`src/bgs_pkg.sv`:
```
// Shared types and constants for the bead gravity sorter.
`timescale 1ns / 1ps

package bgs_pkg;

  localparam int VALUE_W = 4;

  typedef struct packed {
    logic [VALUE_W-1:0] value;
    logic               last;
  } in_t;

  typedef struct packed {
    logic [VALUE_W-1:0] sorted_value;
    logic               last_out;
    logic               overflow;
  } out_t;

  typedef struct packed {
    logic valid;
    logic last;
  } tok_t;

  typedef enum logic [1:0] {
    ST_LOAD = 2'b01,
    ST_EMIT = 2'b10
  } state_t;

endpackage

```
`src/bgs_cell.sv`:
```
// One bead column: holds its bead count and, while it holds a bead, adds one bead to each passing row token.
`timescale 1ns / 1ps

module bgs_cell import bgs_pkg::*; #(
  parameter int COL = 0,
  parameter int CW  = 5,
  parameter int SW  = 4
) (
  input  logic               clk,
  input  logic               rst,
  input  logic               load_en,
  input  logic [VALUE_W-1:0] load_value,
  input  logic               adv,
  input  tok_t               tok_in,
  input  logic [SW-1:0]      sum_in,
  output tok_t               tok_out,
  output logic [SW-1:0]      sum_out
);

  logic [CW-1:0] count;
  logic          has_bead;

  assign has_bead = (count != '0);

  always_ff @(posedge clk) begin
    if (rst) begin
      count   <= '0;
      tok_out <= '0;
    end else begin
      if (load_en && (32'(load_value) > COL)) begin
        count <= count + CW'(1);
      end else if (adv && tok_in.valid && has_bead) begin
        count <= count - CW'(1);
      end
      if (adv) begin
        tok_out <= tok_in;
      end
    end
  end

  always_ff @(posedge clk) begin
    if (adv) begin
      sum_out <= sum_in + SW'(has_bead);
    end
  end

endmodule

```
`src/bead_gravity_sort.sv`:
```
// Top level of the bead gravity sorter: load control, column chain and result register.
//
//   channel  | direction | payload      | transfer when
//   load     | in        | in_t         | load_valid && load_ready
//   result   | out       | out_t        | result_valid && result_ready
//
// Items can be loaded back to back; each raises, in parallel, every column counter below its value.
// After the last item, row tokens enter the column chain, one per cycle while the
// result register does not stall; each token passes through every column cell and
// then the result register before its result leaves.
// load_ready is low from the last item until the final result is transferred.
// A stalled result register halts the whole chain. Reset is synchronous.
`timescale 1ns / 1ps

module bead_gravity_sort import bgs_pkg::*; #(
  parameter int MAX_ITEMS = 16,
  parameter int VALUE_MAX = 15
) (
  input  logic clk,
  input  logic rst,
  input  logic load_valid,
  output logic load_ready,
  input  in_t  load_data,
  output logic result_valid,
  input  logic result_ready,
  output out_t result_data
);

  localparam int CW = $clog2(MAX_ITEMS + 1);
  localparam int SW = $clog2(VALUE_MAX + 1);

  state_t             state;
  logic [CW-1:0]      item_count;
  logic [CW-1:0]      sent;
  logic               dropped;
  logic               adv;
  logic               load_fire;
  logic               has_room;
  logic               load_en;
  logic [VALUE_W-1:0] value_clamped;
  logic               inject;
  logic               result_fire;

  tok_t          tok   [VALUE_MAX+1];
  logic [SW-1:0] sums  [VALUE_MAX+1];

  assign load_ready    = (state == ST_LOAD);
  assign load_fire     = load_valid && load_ready;
  assign has_room      = (32'(item_count) < MAX_ITEMS);
  assign load_en       = load_fire && has_room;
  assign value_clamped = (32'(load_data.value) > VALUE_MAX) ? VALUE_W'(VALUE_MAX)
                                                            : load_data.value;
  assign adv           = !result_valid || result_ready;
  assign inject        = (state == ST_EMIT) && (sent != item_count);
  assign result_fire   = result_valid && result_ready;

  assign tok[0].valid = inject;
  assign tok[0].last  = ((sent + CW'(1)) == item_count);
  assign sums[0]      = '0;

  for (genvar c = 0; c < VALUE_MAX; c++) begin : g_col
    bgs_cell #(
      .COL (c),
      .CW  (CW),
      .SW  (SW)
    ) u_cell (
      .clk        (clk),
      .rst        (rst),
      .load_en    (load_en),
      .load_value (value_clamped),
      .adv        (adv),
      .tok_in     (tok[c]),
      .sum_in     (sums[c]),
      .tok_out    (tok[c+1]),
      .sum_out    (sums[c+1])
    );
  end

  always_ff @(posedge clk) begin
    if (rst) begin
      state        <= ST_LOAD;
      item_count   <= '0;
      sent         <= '0;
      dropped      <= 1'b0;
      result_valid <= 1'b0;
    end else begin
      unique case (state)
        ST_LOAD: begin
          if (load_fire) begin
            if (has_room) begin
              item_count <= item_count + CW'(1);
            end else begin
              dropped <= 1'b1;
            end
            if (load_data.last) begin
              state <= ST_EMIT;
            end
          end
        end
        ST_EMIT: begin
          if (adv && inject) begin
            sent <= sent + CW'(1);
          end
          if (result_fire && result_data.last_out) begin
            state      <= ST_LOAD;
            item_count <= '0;
            sent       <= '0;
            dropped    <= 1'b0;
          end
        end
        default: begin
          state <= ST_LOAD;
        end
      endcase
      if (adv) begin
        result_valid <= tok[VALUE_MAX].valid;
      end
    end
  end

  always_ff @(posedge clk) begin
    if (adv) begin
      result_data.sorted_value <= VALUE_W'(sums[VALUE_MAX]);
      result_data.last_out     <= tok[VALUE_MAX].last;
      result_data.overflow     <= dropped;
    end
  end

`ifndef SYNTHESIS
  a_no_result_while_loading: assert property (@(posedge clk) disable iff (rst)
    load_ready |-> !result_valid)
    else $error("result shown while loading");

  a_count_bound: assert property (@(posedge clk) disable iff (rst)
    32'(item_count) <= MAX_ITEMS)
    else $error("item count above capacity");

  a_sent_bound: assert property (@(posedge clk) disable iff (rst)
    sent <= item_count)
    else $error("more row tokens than items");

  a_run_end_clears: assert property (@(posedge clk) disable iff (rst)
    (result_fire && result_data.last_out) |=> (load_ready && item_count == '0 && !dropped))
    else $error("store not cleared after final result");
`endif

endmodule

```
`config.mk`:
```
export PLATFORM = sky130hd
export DESIGN_NAME = bead_gravity_sort
export DESIGN_NICKNAME = d
export VERILOG_FILES = /design/src/bgs_pkg.sv /design/src/bgs_cell.sv /design/src/bead_gravity_sort.sv
export SDC_FILE = /design/constraint.sdc
export NUM_CORES = 1
export LEC_CHECK = 0
export BUFFER_PORTS_ARGS = -buffer_cell sky130_fd_sc_hd__buf_2
export CAP_MARGIN = 20
export CORE_MARGIN = 5
export CORE_UTILIZATION = 51
export CTS_CLUSTER_DIAMETER = 40
export CTS_CLUSTER_SIZE = 40
export DETAILED_ROUTE_END_ITERATION = 10
export GPL_TIMING_DRIVEN = 0
export PLACE_DENSITY_LB_ADDON = 0.12
export SYNTH_ARGS = -nofsm -noshare
export SYNTH_HDL_FRONTEND = slang
export SYNTH_SLANG_ARGS = --single-unit
export TNS_END_PERCENT = 1
```
`constraint.sdc`:
```
create_clock -name clk -period 3.92 [get_ports clk]
set_input_delay 0.196 -clock clk [delete_from_list [all_inputs] [get_ports clk]]
set_output_delay 0.196 -clock clk [all_outputs]
set_load 0.02 [all_outputs]
```
==> flow_summary.ini, run 1 <==
[worst_hold_path]
holdCritPathClass = input pin to register

[synthesis]
synth_nets = 1023
synthDistinctLibCells = 55
synth_top_family_by_area = simple AND/OR/NAND/NOR gates
synthAdderAreaFrac_pct = 13.3
synth_xor_area_share_pct = 7.60
syn_area_mm2 = 0.00922
yosysWarnings = 0
ys_seq_area_share_pct = 45.4
synthCells = 925
syn_avg_cell_area_um2 = 9.96
ys_ff_latch = 179
synth_compound_area_share_pct = 12.7
synth_edf_count = 60
async_flop_share_pct = 0
ys.flop_type = dfxtp_1
synthSimpleGateAreaFrac_pct = 15.0
synthMuxAreaShare_pct = 3.33

[setup_path]
r2r-end = g_col[14].u_cell.count[4]
crit_family = simple AND/OR/NAND/NOR gates
reg2regPathDepth = 12
slowest_delay_ns = 0.44
critPathLaunch = state[0]
crit_type = register to register
r2r_start = state[0]
cpMostUsedCell = inv_4
required_ns = 4.24
crit_end = g_col[14].u_cell.count[4]
cp_cell_sequence = and4b_2 -> nand2_4 -> inv_4 -> nand3_4 -> inv_4 -> nand2_2 -> fa_1 -> a21o_1 -> a21oi_1 -> nand4_1 -> mux2i_1 -> mux2_1
worst_setup_path_start_kind = register
cp.arrival_ns = 3.19
regToRegSetupSlack_ns = 1.05
crit_fanout = 8
endpoint_kind = register
crit_cells = 12
slowest_stage = dfxtp_1
path_buf_inv = 2

[job]
maxCapViolations = 0

[clock_network]
cts.htree.levels = 4
cts_buffers = 17
clk_latency_ns = 0.43
cts_tree = built
cts_root_buf = clkbuf_16
post_cts_buffers = 0
cts_resized = 0
cts.sinks = 179
ctsHoldBuffers = 0
clock_path_buffers = 2
path_clk_slew_ns = 0.07

[cells_and_area]
antenna_cells = 0
final_layout_size_suffix_gt1_share_pct = 8.55
fillCellCount = 1582
regArea_mm2 = 0.00418
syn_to_final_growth_pct = 9.91
multiInputGateArea_mm2 = 0.00479
fin_nets = 1056

[drt]
firstDrtPassIters = 4
avgRoutedWirePerCell_um = 15.5
drt_iter0_drc = 346
vias = 6481
dr_wl_met3_um = 600
drc = 0
routed_via_density = 5.40
m1WireLength_um = 8910
highest_layer = met4
wl_met2_um = 8780
wirelength_um = 18600
drtAntennaViolNets = 0

[die]
die_x_um = 144
initial_core_util_pct = 51.5
dieArea_mm2 = 0.0209
rows = 49
fp.dieH_um = 144
core_area_mm2 = 0.0179
top_level_ports = 17

[sta]
setup_slack_ns = 1.05
drv_slew = 0
period_needed_ns = 2.87
fmax_ghz = 0.348
rsz0062_at_grt = false
worstMarginPinSlew_ns = 0.916
setup_viol = 0
maxSlewHeadroom_pct = 38.9
hold_viol_final = 0
setup_tns_ns = 0
post-route-period-util_pct = 73.3
fin_skew_ns = 0.00963

[grt]
antenna_found_initial = 0
overflow = 0
grt_max_degree = 70
grt_pass1_vias = 6159
grt_pass1_wl_um = 30800
grt_usage_pct = 18.9

[pwr]
combPwrFrac_pct = 18.8
seq_power_share_pct = 49.9
p_per_area_mw_per_mm2 = 512
power.leakage_nw = 4.21
clock_power_share_pct = 31.3
vdd_drop_max_mv = 0.354
p_int_mw = 3.74
totalPowerFinal_mw = 5.19
p_sw_mw = 1.44
power.share.switching_pct = 27.8

[placement]
dp_slack_ns = 1.06
numPortBuffers = 14
gp_congestion = 0.799
dp_hpwl_um = 13200

[outcome]
status = finished clean
[tightest hold or removal path, delay by kind of cell]
family	cells	cell delay (ns)
AOI/OAI and AO/OA	1	0.07
buffers and inverters	1	0.10
and+or+nand+nor	1	0.08
[routing by layer]
layer	vias to the layer above	global-route usage, %
met5	-	0
met4	0	5.55
met3	21	3.54
met2	80	31.2
met1	3074	25.4
li1	3306	-
[power by group through the flow]
stage | combinational (mW) | sequential, mW | clock, mW
after global placement | 0.960 | 2.62 | 0
final | 0.976 | 2.59 | 1.62
after floorplan | 0.744 | 2.61 | 0
after detailed placement | 0.988 | 2.63 | 0
after CTS | 0.995 | 2.59 | 1.66
after global routing | 1.14 | 2.63 | 1.73
[synth_stat cells (10+ instances only)]
master    count  area (µm²)
edfxtp_1     60        1800
mux2i_1      16         160
nor3_1       19        95.1
nand2_1     107         402
nor2_1       90         338
a211o_1      12         105
ha_1         74         926
nand3_1      39         195
a21oi_1      93         465
xor2_1       17         149
mux2_2       11         124
inv_1        33         124
fa_1         15         300
nor2b_1      20         125
dfxtp_1     119        2380
xnor2_1      63         552
a211oi_1     15         113
clkbuf_1     10        37.5
a21o_1       33         248
[area by class of cell]
class	instances	share of cell area [%]
multi-input combinational	685	47.3
sequential	179	41.3
clock buffer	19	4.37
tap	229	2.83
inverter	35	1.35
clock inverter	13	1.10
buffer	26	1.07
timing repair buffer	14	0.692
[sequential cells by signal (all words and copies together) (netlist names)]
name,count
result_valid,1
result_data,6
g_col.u_cell.count,75
g_col.u_cell.tok_out,30
item_count,5
sent,5
state,2
g_col.u_cell.sum_out,54
dropped,1
[stage by stage]
step / instance area (µm²) / instances / utilization, % / hold slack [ns]
3_5_place_dp: 9580 / 1168 / 53.5 / 0.405
5_1_grt: 10100 / 1200 / 56.6 / 0.0777
2_1_floorplan: 9220 / 925 / - / 0.368
6_report: 10100 / 1200 / 56.6 / 0.0672
3_3_place_gp: 9570 / 1168 / 53.5 / 0.401
4_1_cts: 10100 / 1200 / 56.6 / 0.0612
[worst min-delay path by stage]
stage,endpoint,slack (ns),cells past startpoint,startpoint
2_1_floorplan,dropped,0.37,2,load_valid
3_3_place_gp,result_data[2],0.40,0,g_col[14].u_cell.sum_out[0]
3_5_place_dp,result_data[2],0.40,0,g_col[14].u_cell.sum_out[0]
4_1_cts,state[1],0.06,3,load_data[0]
5_1_grt,state[1],0.08,3,load_data[0]
6_report,state[1],0.07,3,load_data[0]
[cell families (layout without fill, tap and decap cells)]
group | after synthesis | after routing
adders and majority gates | 89 | 89
DFF | 179 | 179
muxes | 29 | 29
buffers and inverters | 61 | 107
xor gates and xnor gates | 80 | 80
and+or+nand+nor | 303 | 303
AOI/OAI and AO/OA | 184 | 184
[cell usage in the layout (no fill, tap or decap), types with 3 or more instances in the layout]
cell / Yosys / final
o21ai_0: 7 / 7
xnor2_1: 63 / 63
clkbuf_16: 0 / 17
nor2_1: 90 / 90
nor3_1: 19 / 19
o31ai_1: 4 / 4
a211oi_1: 15 / 15
ha_1: 74 / 74
mux2i_1: 16 / 16
o21ai_2: 3 / 3
clkinv_2: 0 / 3
clkbuf_1: 10 / 11
o211ai_1: 5 / 5
nand4_1: 3 / 3
mux2_2: 11 / 11
a211o_1: 12 / 12
buf_1: 9 / 9
nand2_1: 107 / 107
nand3_1: 39 / 39
dfxtp_1: 119 / 119
clkinv_4: 0 / 3
inv_1: 33 / 34
a21o_1: 33 / 33
inv_4: 2 / 4
nor2b_1: 20 / 20
edfxtp_1: 60 / 60
fa_1: 15 / 15
xor2_1: 17 / 17
buf_2: 7 / 20
a21oi_1: 93 / 93
nand2b_1: 4 / 4
or2_2: 3 / 3
(Power assumes the default switching activity.)
==> run 2: changes to the inputs <==
==> constraint.sdc (replaced) <==
create_clock -name clk -period 2.32 [get_ports clk]
set_input_delay 0.116 -clock clk [delete_from_list [all_inputs] [get_ports clk]]
set_output_delay 0.116 -clock clk [all_outputs]
set_load 0.02 [all_outputs]
==> run 2 against run 1 <==
The flow now finishes with violations (negative setup slack). Sequential share of layout area down 1.4 points. Final area up 3.8%. Hold slack worse by 0.0099 ns. Wire length up 4.1%. Core utilization up 2.1 points. First-iteration DRC count down 1.7%. Critical path depth unchanged. Clock skew down 0.0019 ns. Combinational power up 78%. Largest power group unchanged.
==> flow_summary.ini, run 2 (synthesized netlist as in run 1, its figures left out) <==
[outcome]
status = complete, but fails checks
violations = negative setup slack

[sta]
fin_skew_ns = 0.00773
maxSlewHeadroom_pct = 39.0
setup_slack_ns = -0.201
fmax_ghz = 0.397
setup_viol = 14
rsz0062_at_grt = true
drv_slew = 0
worstMarginPinSlew_ns = 0.915
period_needed_ns = 2.52
post-route-period-util_pct = 109
whs_ns = 0.0573
hold_viol_final = 0

[setup_path]
crit_fanout = 8
r2r_start = state[1]
reg2regPathDepth = 12
slowest_delay_ns = 0.37
r2r-end = g_col[14].u_cell.count[4]
slowest_stage = dfxtp_4
cpMostUsedCell = nand2_4
path_buf_inv = 2
crit_type = register to register
endpoint_kind = register
cp.arrival_ns = 2.83
required_ns = 2.63
worst_setup_path_start_kind = register
cp_cell_sequence = and4b_2 -> nand2_4 -> inv_6 -> nand3_4 -> inv_4 -> nand2_4 -> fa_2 -> a21o_1 -> a21oi_2 -> nand4_1 -> mux2i_1 -> mux2_1
regToRegSetupSlack_ns = -0.20
crit_family = simple AND/OR/NAND/NOR gates

[worst_hold_path]
hold-path-cell-count = 3
worstHoldStart = load_valid
holdCritPathClass = input pin to register
min_to = state[1]

[cells_and_area]
fin_nets = 1070
syn_to_final_growth_pct = 14.1
final_cell_mix = 116 x dfxtp_1, 105 x nand2_1, 90 x nor2_1
antenna_cells = 0
largest_reg_flops = 75
reg_top3 = g_col.u_cell.count x75, g_col.u_cell.sum_out x54, g_col.u_cell.tok_out x30
fillCellCount = 1553
regMostFlops = g_col.u_cell.count
final_layout_size_suffix_gt1_share_pct = 13.7
final_common_cell = dfxtp_1

[grt]
grt_pass1_vias = 6370
grt_max_degree = 70
grt_most_used_layer = met2
grt_pass1_wl_um = 31600
met3_usage_pct = 4.07
grt_usage_pct = 19.4
met2_usage_pct = 31.7
antenna_found_initial = 0
grt_use_met1_pct = 25.4
overflow = 0

[drt]
drtAntennaViolNets = 0
vias = 6610
drt_iter0_drc = 340
routed_via_density = 5.44
drc = 0
wirelength_um = 19300
avgRoutedWirePerCell_um = 15.9
firstDrtPassIters = 5

[die]
core_area_mm2 = 0.0179
die_x_um = 144
fp.dieH_um = 144
dieArea_mm2 = 0.0209
initial_core_util_pct = 51.5
top_level_ports = 17
rows = 49

[pwr]
vdd_drop_max_mv = 0.636
totalPowerFinal_mw = 9.03
power.leakage_nw = 4.34
p_per_area_mw_per_mm2 = 859

[placement]
dp_hpwl_um = 13300
dp_slack_ns = -0.510
gp_congestion = 0.831
numPortBuffers = 14

[clock_network]
path_clk_slew_ns = 0.07
cts_buffers = 17
cts.sinks = 179
cts_tree = built
clk_latency_ns = 0.43
cts.htree.levels = 4
clock_path_buffers = 2
cts_root_buf = clkbuf_16

[job]
maxCapViolations = 0
-- run 2: cell types whose count changed in the layout (fill, tap and decap cells not counted), moves of 10 or more --
cell,previous run,this run
buf_4,1,13
fa_2,0,10
a21oi_1,93,82
a21oi_2,1,11
fa_1,15,5
-- run 2: worst register-to-register path: stages, from the launching register on --
cell	delay, ns
dfxtp_4	0.37
and4b_2	0.35
nand2_4	0.08
inv_6	0.09
nand3_4	0.10
inv_4	0.09
nand2_4	0.06
fa_2	0.37
a21o_1	0.20
a21oi_2	0.13
nand4_1	0.09
mux2i_1	0.16
mux2_1	0.33
-- run 2: final cells by class --
cell class | instances | area [µm²] | area share [%]
Multi-Input combinational cell | 685 | 4990 | 47.4
Sequential cell | 179 | 4190 | 39.9
Clock buffer | 18 | 429 | 4.08
Tap cell | 229 | 287 | 2.73
Timing Repair Buffer | 29 | 189 | 1.80
Clock inverter | 14 | 163 | 1.55
Inverter | 35 | 141 | 1.34
Buffer | 25 | 126 | 1.20
-- run 2: per-stage QoR --
step,setup TNS (ns),util (%),instance area (µm²),std cells
CTS,-1.33,58.2,10400,1210
global placement,-67.37,53.7,9610,1168
detailed placement,-33.19,53.7,9610,1168
global route,-3.09,58.7,10500,1214
floorplan,-1.68,-,9250,925
finish,-1.57,58.7,10500,1214
-- run 2: metal layers --
layer / share of wire (%) / vias up
met5: 0 / -
met3: 3.9 / 29
li1: - / 3345
met1: 46 / 3147
met2: 48 / 89
met4: 2.4 / 0
-- run 2: how the worst max path moves through the flow --
stage	slack [ns]	cells past startpoint	to	from
after global placement	-0.70	5	result_data[3]	result_valid
after floorplan	-0.13	12	g_col[14].u_cell.count[4]	state[1]
final	-0.20	12	g_col[14].u_cell.count[4]	state[1]
after global routing	-0.32	12	g_col[14].u_cell.count[4]	state[1]
after CTS	-0.18	12	g_col[14].u_cell.count[4]	state[1]
after detailed placement	-0.51	5	g_col[8].u_cell.count[0]	rst
-- run 2: where the power goes --
group | internal, mW | switching (mW) | total (mW)
sequential | 4.04 | 0.341 | 4.38
combinational | 0.833 | 0.902 | 1.74
clock | 1.69 | 1.23 | 2.92
total | 6.56 | 2.47 | 9.03
-- run 2: repair_timing --
item | CTS | global route
pin swaps | 6 | 8
gates cloned | 0 | 0
hold buffers | 1 | 0
endpoints found under the setup margin | 96 | 105
endpoints found under the hold margin | 2 | 0
gates resized for setup | 36 | 12
buffers inserted | 10 | 4
